==> src/rtl/core/tasc_pkg.sv <==
// ----------------------------------------------------------------------------
// tasc_pkg: shared types and constants of the tick accumulating system clock
// Beat layouts for both channels, item kind codes and register indexes.
// ----------------------------------------------------------------------------
package tasc_pkg;

	localparam int TIME_W   = 63;
	localparam int COUNT_W  = 64;
	localparam int INC_W    = 31;
	localparam int BUDGET_W = 32;
	localparam int KIND_W   = 2;
	localparam int CFG_IDX_W = 2;

	localparam logic [INC_W-1:0] RESET_PERIOD = INC_W'(100000);

	// Item kinds. Any other code behaves as a read.
	localparam logic [KIND_W-1:0] KIND_TICK = 2'd0;
	localparam logic [KIND_W-1:0] KIND_SET  = 2'd1;
	localparam logic [KIND_W-1:0] KIND_READ = 2'd2;

	// Configuration register indexes.
	localparam logic [CFG_IDX_W-1:0] CFG_MAX_INCREMENT   = 2'd0;
	localparam logic [CFG_IDX_W-1:0] CFG_TIME_ADJUSTMENT = 2'd1;

	typedef struct packed {
		logic [KIND_W-1:0] kind;
		logic [INC_W-1:0]  increment;
		logic [TIME_W-1:0] new_time;
	} in_item_t;

	typedef struct packed {
		logic [TIME_W-1:0]         system_time;
		logic [TIME_W-1:0]         old_time;
		logic [TIME_W-1:0]         interrupt_time;
		logic [COUNT_W-1:0]        tick_count;
		logic signed [COUNT_W-1:0] boot_time;
		logic                      tick_elapsed;
	} out_item_t;

	typedef struct packed {
		logic                 wr_en;
		logic [CFG_IDX_W-1:0] wr_index;
		logic [INC_W-1:0]     wr_data;
	} cfg_write_t;

endpackage

==> src/rtl/core/tasc_in_stage.sv <==
// ----------------------------------------------------------------------------
// tasc_in_stage: input register of the timekeeper
// Holds one accepted beat until the datapath consumes it.
// ----------------------------------------------------------------------------
module tasc_in_stage import tasc_pkg::*; (
	input  logic     clk,
	input  logic     arst_n,
	input  logic     in_valid,
	output logic     in_stall,
	input  in_item_t in_data,
	input  logic     advance,
	output logic     valid_s1,
	output in_item_t item_s1
);

	logic take;

	// The register frees up in the same cycle that its item moves on.
	assign in_stall = valid_s1 & ~advance;
	assign take     = in_valid & ~in_stall;

	always_ff @(posedge clk or negedge arst_n) begin
		if (!arst_n) begin
			valid_s1 <= 1'b0;
		end else if (take) begin
			valid_s1 <= 1'b1;
		end else if (advance) begin
			valid_s1 <= 1'b0;
		end
	end

	always_ff @(posedge clk) begin
		if (take) begin
			item_s1 <= in_data;
		end
	end

endmodule

==> src/rtl/core/tasc_state.sv <==
// ----------------------------------------------------------------------------
// tasc_state: clock state, configuration registers and update datapath
// Computes the result of one item and commits the new state with it.
// ----------------------------------------------------------------------------
module tasc_state import tasc_pkg::*; (
	input  logic       clk,
	input  logic       arst_n,
	input  cfg_write_t cfg,
	input  logic       fire,
	input  in_item_t   item,
	output out_item_t  result
);

	logic [INC_W-1:0]    max_inc_q;
	logic [INC_W-1:0]    time_adj_q;
	logic [TIME_W-1:0]   irq_clk_q;
	logic [TIME_W-1:0]   wall_q;
	logic [BUDGET_W-1:0] budget_q;
	logic [COUNT_W-1:0]  ticks_q;
	logic [COUNT_W-1:0]  boot_q;

	logic                is_tick;
	logic                is_set;
	logic                elapsed;
	logic [BUDGET_W-1:0] inc_ext;
	logic [BUDGET_W-1:0] budget_dec;
	logic [BUDGET_W-1:0] budget_nxt;
	logic [TIME_W-1:0]   irq_nxt;
	logic [TIME_W-1:0]   wall_nxt;
	logic [COUNT_W-1:0]  ticks_nxt;
	logic [COUNT_W-1:0]  boot_nxt;

	always_comb begin
		is_tick    = (item.kind == KIND_TICK);
		is_set     = (item.kind == KIND_SET);
		inc_ext    = {1'b0, item.increment};
		// Boundary test is a signed compare of the budget held before the tick.
		elapsed    = is_tick && ($signed(budget_q) <= $signed(inc_ext));
		budget_dec = budget_q - inc_ext;
		// Only tick items touch the budget.
		budget_nxt = is_tick ? budget_dec : budget_q;
		if (elapsed) begin
			budget_nxt = budget_dec + {1'b0, max_inc_q};
		end
		irq_nxt    = is_tick ? irq_clk_q + TIME_W'(item.increment) : irq_clk_q;
		ticks_nxt  = elapsed ? ticks_q + COUNT_W'(1) : ticks_q;
		if (is_set) begin
			wall_nxt = item.new_time;
		end else if (elapsed) begin
			wall_nxt = wall_q + TIME_W'(time_adj_q);
		end else begin
			wall_nxt = wall_q;
		end
		boot_nxt = is_set ? boot_q + {1'b0, item.new_time} - {1'b0, wall_q} : boot_q;

		result.system_time    = wall_nxt;
		result.old_time       = wall_q;
		result.interrupt_time = irq_nxt;
		result.tick_count     = ticks_nxt;
		result.boot_time      = boot_nxt;
		result.tick_elapsed   = elapsed;
	end

	always_ff @(posedge clk or negedge arst_n) begin
		if (!arst_n) begin
			max_inc_q  <= RESET_PERIOD;
			time_adj_q <= RESET_PERIOD;
			irq_clk_q  <= '0;
			wall_q     <= '0;
			budget_q   <= BUDGET_W'(RESET_PERIOD);
			ticks_q    <= '0;
			boot_q     <= '0;
		end else begin
			if (fire) begin
				irq_clk_q <= irq_nxt;
				wall_q    <= wall_nxt;
				budget_q  <= budget_nxt;
				ticks_q   <= ticks_nxt;
				boot_q    <= boot_nxt;
			end
			// Writing the period also reloads the budget.
			if (cfg.wr_en && cfg.wr_index == CFG_MAX_INCREMENT) begin
				max_inc_q <= cfg.wr_data;
				budget_q  <= {1'b0, cfg.wr_data};
			end
			if (cfg.wr_en && cfg.wr_index == CFG_TIME_ADJUSTMENT) begin
				time_adj_q <= cfg.wr_data;
			end
		end
	end

endmodule

==> src/rtl/core/tasc_out_stage.sv <==
// ----------------------------------------------------------------------------
// tasc_out_stage: result register of the timekeeper
// Holds a finished result until the receiver takes it.
// ----------------------------------------------------------------------------
module tasc_out_stage import tasc_pkg::*; (
	input  logic      clk,
	input  logic      arst_n,
	input  logic      fire,
	input  out_item_t result,
	output logic      can_load,
	output logic      out_valid,
	input  logic      out_stall,
	output out_item_t out_data
);

	// The register can take a new result when empty or when its beat leaves now.
	assign can_load = ~out_valid | ~out_stall;

	always_ff @(posedge clk or negedge arst_n) begin
		if (!arst_n) begin
			out_valid <= 1'b0;
		end else if (fire) begin
			out_valid <= 1'b1;
		end else if (!out_stall) begin
			out_valid <= 1'b0;
		end
	end

	always_ff @(posedge clk) begin
		if (fire) begin
			out_data <= result;
		end
	end

endmodule

==> src/rtl/core/tick_accumulating_system_clock_core.sv <==
// ----------------------------------------------------------------------------
// tick_accumulating_system_clock_core: tick accumulating timekeeper
// Keeps interrupt time, system time, boot time and a full tick count.
// ----------------------------------------------------------------------------
// Usage. Items arrive on the in channel (in_valid, in_stall, in_data) and
// each one produces exactly one result beat on the out channel (out_valid,
// out_stall, out_data). A tick item advances interrupt time and the tick
// budget; a set item replaces system time and shifts boot time; a read
// item only reports. Every result also returns system time before the item.
// Flow: a beat accepted at a clock edge is registered in the input stage,
// and its result is loaded into the output register, which raises
// out_valid, once that register can take it.
// Throughput: one item per cycle while out_stall is low. The clock state
// is updated in the same cycle as its result, so back-to-back ticks see each other.
// Stalls: when the receiver holds out_stall, the output register keeps its
// beat, one more item waits in the input stage, and then in_stall rises.
// Reset (arst_n low) empties both stages, clears all clocks and the tick
// count, and sets both registers and the budget to 100000. The user must
// write registers via wr_en, wr_index, wr_data only while the block is idle (unenforced).
// ----------------------------------------------------------------------------
module tick_accumulating_system_clock_core import tasc_pkg::*; (
	input  logic                 clk,
	input  logic                 arst_n,
	input  logic                 in_valid,
	output logic                 in_stall,
	input  in_item_t             in_data,
	output logic                 out_valid,
	input  logic                 out_stall,
	output out_item_t            out_data,
	input  logic                 wr_en,
	input  logic [CFG_IDX_W-1:0] wr_index,
	input  logic [INC_W-1:0]     wr_data
);

	logic       valid_s1;
	in_item_t   item_s1;
	logic       can_load;
	logic       fire;
	out_item_t  result;
	cfg_write_t cfg;

	assign cfg.wr_en    = wr_en;
	assign cfg.wr_index = wr_index;
	assign cfg.wr_data  = wr_data;

	// An item in the input stage is processed when the output register can
	// take its result.
	assign fire = valid_s1 & can_load;

	tasc_in_stage u_in_stage (
		.clk      (clk),
		.arst_n   (arst_n),
		.in_valid (in_valid),
		.in_stall (in_stall),
		.in_data  (in_data),
		.advance  (can_load),
		.valid_s1 (valid_s1),
		.item_s1  (item_s1)
	);

	tasc_state u_state (
		.clk    (clk),
		.arst_n (arst_n),
		.cfg    (cfg),
		.fire   (fire),
		.item   (item_s1),
		.result (result)
	);

	tasc_out_stage u_out_stage (
		.clk       (clk),
		.arst_n    (arst_n),
		.fire      (fire),
		.result    (result),
		.can_load  (can_load),
		.out_valid (out_valid),
		.out_stall (out_stall),
		.out_data  (out_data)
	);

`ifndef SYNTHESIS
	// A stall on the input only happens while an item is held in the stage.
	a_stall_needs_item: assert property (@(posedge clk) disable iff (!arst_n)
		in_stall |-> valid_s1)
		else $error("input stalled with an empty input stage");

	// Every processed item shows up as a result in the next cycle.
	a_fire_gives_result: assert property (@(posedge clk) disable iff (!arst_n)
		fire |=> out_valid)
		else $error("processed item produced no result");

	// A read leaves system time alone and never crosses a tick boundary.
	a_read_no_change: assert property (@(posedge clk) disable iff (!arst_n)
		(fire && item_s1.kind != KIND_TICK && item_s1.kind != KIND_SET) |=>
		(out_data.system_time == out_data.old_time && !out_data.tick_elapsed))
		else $error("read item changed system time");

	// A set item reports the requested time as the new system time.
	a_set_takes_time: assert property (@(posedge clk) disable iff (!arst_n)
		(fire && item_s1.kind == KIND_SET) |=>
		(out_data.system_time == $past(item_s1.new_time) && !out_data.tick_elapsed))
		else $error("set item did not load the new system time");
`endif

endmodule
==> config.mk <==
export PLATFORM = sky130hd
export DESIGN_NAME = tick_accumulating_system_clock_core
export DESIGN_NICKNAME = d
export VERILOG_FILES = /design/src/rtl/core/tasc_pkg.sv /design/src/rtl/core/tasc_in_stage.sv /design/src/rtl/core/tasc_state.sv /design/src/rtl/core/tasc_out_stage.sv /design/src/rtl/core/tick_accumulating_system_clock_core.sv
export SDC_FILE = /design/constraint.sdc
export NUM_CORES = 2
export LEC_CHECK = 0
export BUFFER_PORTS_ARGS = -buffer_cell sky130_fd_sc_hd__clkbuf_2
export CAP_MARGIN = 20
export CORE_MARGIN = 2
export CORE_UTILIZATION = 30
export CTS_CLUSTER_SIZE = 14
export DETAILED_ROUTE_END_ITERATION = 10
export RECOVER_POWER = 100
export SETUP_SLACK_MARGIN = 0.5
export SLEW_MARGIN = 30
export SYNTH_ARGS = -nofsm -noshare
export SYNTH_HDL_FRONTEND = slang
export SYNTH_SLANG_ARGS = --single-unit
==> constraint.sdc <==
create_clock -name clk -period 28 [get_ports clk]
set_clock_uncertainty 0.2 [all_clocks]
set_input_delay 2.8 -clock clk [delete_from_list [all_inputs] [get_ports clk]]
set_output_delay 2.8 -clock clk [all_outputs]
set_load 0.05 [all_outputs]
# Word level (Yosys, flattened, before mapping)
# Cells that the tools add are included.
[totals] reg_bits=764 elab_cells=59 out_inout_bits=320
[op_classes] n_lt_le_gt_ge=1 n_eq_ne=3 reduce_logical=9 add_sub_neg=7 n_mux=13 bitwise_logic=8
[ops] operator="two-way mux 63 bit" count=3
[ops] operator="two-way mux 32 bit" count=4
[ops] operator="two-way mux 64 bit" count=2
[ops] operator="adder 63 x 31 -> 63 bit" count=2
[ops] operator="adder 64 x 1 -> 64 bit (second input constant)" count=1
[ops] operator="adder 64 x 63 -> 64 bit" count=1
[ops] operator="subtractor 64 x 63 -> 64 bit" count=1
[ops] operator="adder 32 x 31 -> 32 bit" count=1
[ops] operator="less-or-equal comparator 32 bit" count=1
[ops] operator="subtractor 32 x 31 -> 32 bit" count=1
[ops] operator="equality test 2 x 1 -> 1 bit (second input constant)" count=2
[ops] operator="zero test 2 bit" count=2
[ops] operator="two-way mux 1 bit" count=4
[ops] operator="NOT 1 bit" count=4
[ops] operator="nonzero test 2 bit" count=2
[ops] operator="bitwise AND 1 bit" count=3
[ops] operator="logical AND 1 bit" count=3
[ops] operator="nonzero test 3 bit" count=1
[ops] operator="!= test 2 x 1 -> 1 bit (second input constant)" count=1
[ops] operator="AND reduction 2 bit" count=1
[ops] operator="bitwise OR 1 bit" count=1

# Logic depth before layout (Yosys ltp)
[logic_depth] word_depth=7 ltp_mapped=23

# Cells and area by module
# Synthesis repeated with hierarchy kept, for this count alone.
[unflattened] cells_unflattened=4431 hier_area_um2=44126.1
[by_module_without_submodules] module="tasc_state" seq_area_each_um2=8730.9 cells_per_inst=4008 n_inst=1 area_each_um2=31594.1
[by_module_without_submodules] module="tasc_out_stage" seq_area_each_um2=9574.2 cells_per_inst=321 n_inst=1 area_each_um2=9585.4
[by_module_without_submodules] module="tasc_in_stage" seq_area_each_um2=2907.8 cells_per_inst=101 n_inst=1 area_each_um2=2940.3
[by_module_without_submodules] module="tick_accumulating_system_clock_core" seq_area_each_um2=0.0 cells_per_inst=1 n_inst=1 area_each_um2=6.3

# Least setup slack after synthesis
# No wires, ideal clock.
[synth_path] kind="input to register" startpoint="in out_stall" endpoint="reg u_state.ticks_q[20]" setup_time_ns=0.510 path_stages=6 path_buffers=2 required_time_ns=27.290 setup_slack_ns=14.732 arrival_time_ns=12.557 cell_sequence="nand2_1 > nand2_1 > inv_2 > clkbuf_1 > buf_1 > a21oi_1"
[synth_via] elab_chain_cells=3
[synth_rtl] item="start: declaration" line="tick_accumulating_system_clock_core.sv:28" rtl="input logic out_stall,"
[synth_rtl] item="NOT 1 bit" line="tasc_out_stage.sv:17" rtl="assign can_load = ~out_valid | ~out_stall;"
[synth_rtl] item="bitwise OR 1 bit" line="tasc_out_stage.sv:17"
[synth_rtl] item="bitwise AND 1 bit" line="tick_accumulating_system_clock_core.sv:48" rtl="assign fire = valid_s1 & can_load;"
[synth_rtl] item="net fire" line="tick_accumulating_system_clock_core.sv:38" rtl="logic fire;"
[synth_rtl] item="end signal: assignment" line="tasc_state.sv:78" rtl="ticks_q <= ticks_nxt;"
[synth_rtl] item="end: declaration" line="tasc_state.sv:19" rtl="logic [COUNT_W-1:0] ticks_q;"
# The timed path passes the listed nets, and every way through them passes these cells.
# A chain may end at the register's enable or synchronous reset.

# Final worst setup path
[layout_path] startpoint="in out_stall" endpoint="reg u_state.wall_q[21]"
[layout_via] elab_chain_cells=3
[layout_rtl] item="NOT 1 bit" line="tasc_out_stage.sv:17"
[layout_rtl] item="bitwise OR 1 bit" line="tasc_out_stage.sv:17"
[layout_rtl] item="bitwise AND 1 bit" line="tick_accumulating_system_clock_core.sv:48"
[layout_rtl] item="end signal: assignment" line="tasc_state.sv:76" rtl="wall_q <= wall_nxt;"
[layout_rtl] item="end: declaration" line="tasc_state.sv:17" rtl="logic [TIME_W-1:0] wall_q;"
# Every way passes these cells.

==> results.md <==
- CTS Buf Count: 90
- Yosys top cell by area: edfxtp_1
- Post-synth ARST share: 0.458
- Yosys reg bits: 764
- Minimum clock period: between 10 and 15 ns
- Pins Over Slew Limit: about 1.8k
- Grt ovf: 0
- Reg2Reg Depth: 6
- Final worst slack: 14.55 ns
- Final setup TNS: 0 ns
- Gpl congestion: about 0.92
- Clock sinks: 764
- Die Width: 388 um
- DR iter-0 viols: 2790
- Layout area overhead: 15.0%
- Max Fclk: between 70 and 80 MHz
- Yosys warnings: 0
- Clock transition at path regs: 0.06 ns
- # DRC: 0
- Die area: 151000 um2
- Cts repair resizes: 0
- CP required: between 20 and 30 ns
- Maximum VDD drop: 0.0000550 V
- Nets: 5247
- Most used DFF post-synth: edfxtp_1
- Post-CTS setup buffer count: 0
- DRT antenna net count: 0
- Crit path kind: in2reg
- Synthesized netlist cell count: 4477
- Hold Crit Class: reg2reg
- Net Sw Frac: 0.460
- H-tree depth: 3
- Worst-margin pin slew: 6.86 ns
- Clock power share: 0.203
- Final setup violation count: 0
- Seq/Total Area, Yosys: 0.479
- Ranking of synthesized cells by area: edfxtp_1 (28%), dfrtp_1 (19%), ha_1 (5.5%), nand2_1 (5.4%), xnor2_1 (4.4%)
- Gr usage total: 0.185
- Worst slew margin: -3.58
- RSZ-0062 raised after global routing: no
- Pre-Repair DR Iteration Count: 6
- CTS tree: yes
- Core box area: approximately 150000 um2
- Final Hold Vio Count: 0
- Root buf cell: clkbuf_16
- Post-DR wirelength/cell: approximately 21 um
- CTS Buffer Depth: 3
- Number of global-route vias before repair: between 30k and 40k
- Comb power frac: 0.516
- Num ports: 454
- Worst-Skew Late Latency: around 0.7 ns
- Mapped Nets: 4872
- Layout cells sized above 1: 0.0746
- Setup WS pre-CTS: ~22 ns
- Period utilization: 0.480
- Avg Cell Area, Syn: 9.89 um2
- Number of port buffers: 453
- Post-DP HPWL: around 110000 um
- Nature of the critical path endpoint: register
- HP Start: u_state.max_inc_q[15]$_DFFE_PN1P_
- Critical Path AT: approximately 14 ns
- P_leak: 21.4 nW
- Failing checks: max-capacitance violations, max-slew violations
- CTS Hold Bufs: 0
- Mapped Area: about 44000 um2
- Post-synth EDFFs: 414
- Worst-path fanout max: between 90 and 100
- Maxcap violations: 30
- Hold EP: u_state.max_inc_q[15]$_DFFE_PN1P_
- Largest net degree at the start of global routing: 184
- Fin Hold WS: 0.265 ns
- Via density: 5.13
- Initial core utilization: 0.303
- Switching Power: roughly 2.8 mW
- Internal power: 3.31 mW
- FF-to-FF End: u_state.wall_q[21]$_DFFE_PN0P_
- Total power per unit cell area: 120 nW/um2
- Yosys cell types: 93
- First-pass GRT wire length: 214000 um
- Reg2Reg Launch Point: u_out_stage.out_valid$_DFFE_PN0P_
- Seq pwr share: 0.281
- Outcome: finished, violations left
- Rows: 140
- Chip height: just under 400 um
- Total length of routed wires: between 100000 and 150000 um
- WHS Path Cells: 2
- Reg2reg setup slack: 16.34 ns
- FILL cells: 15.1k
- Initial antenna violation count: 26
- Worst Setup Start Kind: primary input
- Yosys top cell area share: 0.281
- DR vias: 35.1k
state kept, by name (all words and copies together) (netlist names):
| name | count |
|---|---|
| u_in_stage.item_s1 | 96 |
| u_in_stage.valid_s1 | 1 |
| u_out_stage.out_data | 318 |
| u_out_stage.out_valid | 1 |
| u_state.boot_q | 64 |
| u_state.budget_q | 32 |
| u_state.irq_clk_q | 63 |
| u_state.max_inc_q | 31 |
| u_state.ticks_q | 64 |
| u_state.time_adj_q | 31 |
| u_state.wall_q | 63 |
cells by family after synthesis:
logic type,count (synthesis),synth area share
AND/OR/NAND/NOR,1453,0.152
AO/OA/AOI/OAI,1036,0.151
flip-flops,764,0.479
buffers and inverters,546,0.0467
XOR/XNOR,357,0.0706
adder cells (fa/ha/maj),261,0.0851
multiplexers,60,0.0151
Yosys cell counts (55+ instances only):
master / count
nand2_1: 638
a21oi_1: 244
nor2_1: 265
dfrtp_1: 332
a21o_1: 116
ha_1: 194
xnor2_1: 223
mux2_2: 55
o21ai_0: 274
edfxtp_1: 414
inv_1: 339
fa_1: 67
xor2_1: 134
clkbuf_1: 156
nand4_1: 91
nor3_1: 92
nand3_1: 120
worst max-delay path, cell delays in order:
cell        delay, ns
clkbuf_1         0.09
nand2_1          0.08
nand2_1          0.87
clkinvlp_2       2.05
clkbuf_1         3.40
clkbuf_1         3.66
mux2_2           0.63
stage by stage:
stage / cells / power, mW / cell area (um2) / util
finish: 6848 / 6.13 / 50900 / 0.349
global route: 6847 / 6.57 / 50900 / 0.349
global placement: 6676 / 4.88 / 48500 / 0.332
CTS: 6846 / 6.19 / 51600 / 0.353
detailed placement: 6676 / 4.90 / 48500 / 0.332
floorplan: 4477 / 4.05 / 44300 / -
layout make-up:
type / count / area [um2] / area share
flip-flops and latches: 764 / 21200 / 0.417
inverters: 341 / 1280 / 0.0252
clock inverters: 63 / 754 / 0.0148
well taps: 1917 / 2400 / 0.0471
clock buffers: 107 / 2350 / 0.0461
multi-input cells: 3167 / 20900 / 0.411
repair buffers: 488 / 1980 / 0.0389
diodes: 1 / 2.50 / 0.0000491
power groups by stage:
stage / clock network, mW / logic [mW] / registers [mW]
after floorplan: 0 / 2.08 / 1.97
after global placement: 0 / 3.14 / 1.74
after detailed placement: 0 / 3.16 / 1.74
after CTS: 1.28 / 3.18 / 1.72
after global routing: 1.32 / 3.50 / 1.75
final: 1.24 / 3.17 / 1.72
routing by layer:
| layer | wire, um | track usage | up-vias |
|---|---|---|---|
| li1 | - | - | 16600 |
| met1 | 60400 | 0.239 | 17100 |
| met2 | 68000 | 0.305 | 1066 |
| met3 | 10400 | 0.0469 | 240 |
| met4 | 3770 | 0.0512 | 40 |
| met5 | 249 | 0 | - |
worst max path at each step:
stage	start	to	cells past startpoint
after CTS	out_stall	in_stall	4
final	out_stall	u_state.wall_q[21]$_DFFE_PN0P_	7
after global routing	arst_n	u_state.budget_q[2]$_DFFE_PN0P_	4
after detailed placement	out_stall	in_stall	4
after floorplan	out_stall	u_state.ticks_q[20]$_DFFE_PN0P_	6
after global placement	out_stall	in_stall	4
cell usage in the layout (no fill, tap or decap), types with 37 or more instances in the layout:
| cell type | synthesis | routed |
|---|---|---|
| a211oi_1 | 44 | 45 |
| clkbuf_16 | 0 | 91 |
| inv_1 | 339 | 338 |
| o21a_1 | 42 | 42 |
| xnor2_1 | 223 | 223 |
| nand3_1 | 120 | 120 |
| clkbuf_2 | 0 | 103 |
| mux2_2 | 55 | 54 |
| xor2_1 | 134 | 134 |
| nand4_1 | 91 | 92 |
| clkbuf_1 | 156 | 394 |
| a21o_1 | 116 | 116 |
| edfxtp_1 | 414 | 414 |
| nor3_1 | 92 | 92 |
| and3_1 | 50 | 50 |
| ha_1 | 194 | 194 |
| fa_1 | 67 | 67 |
| a21oi_1 | 244 | 245 |
| nor2_1 | 265 | 262 |
| a31oi_1 | 42 | 42 |
| nor4_1 | 36 | 37 |
| o21ai_0 | 274 | 277 |
| nand2_1 | 638 | 637 |
| dfrtp_1 | 332 | 332 |
No activity file was read; power rests on OpenSTA's default activity.
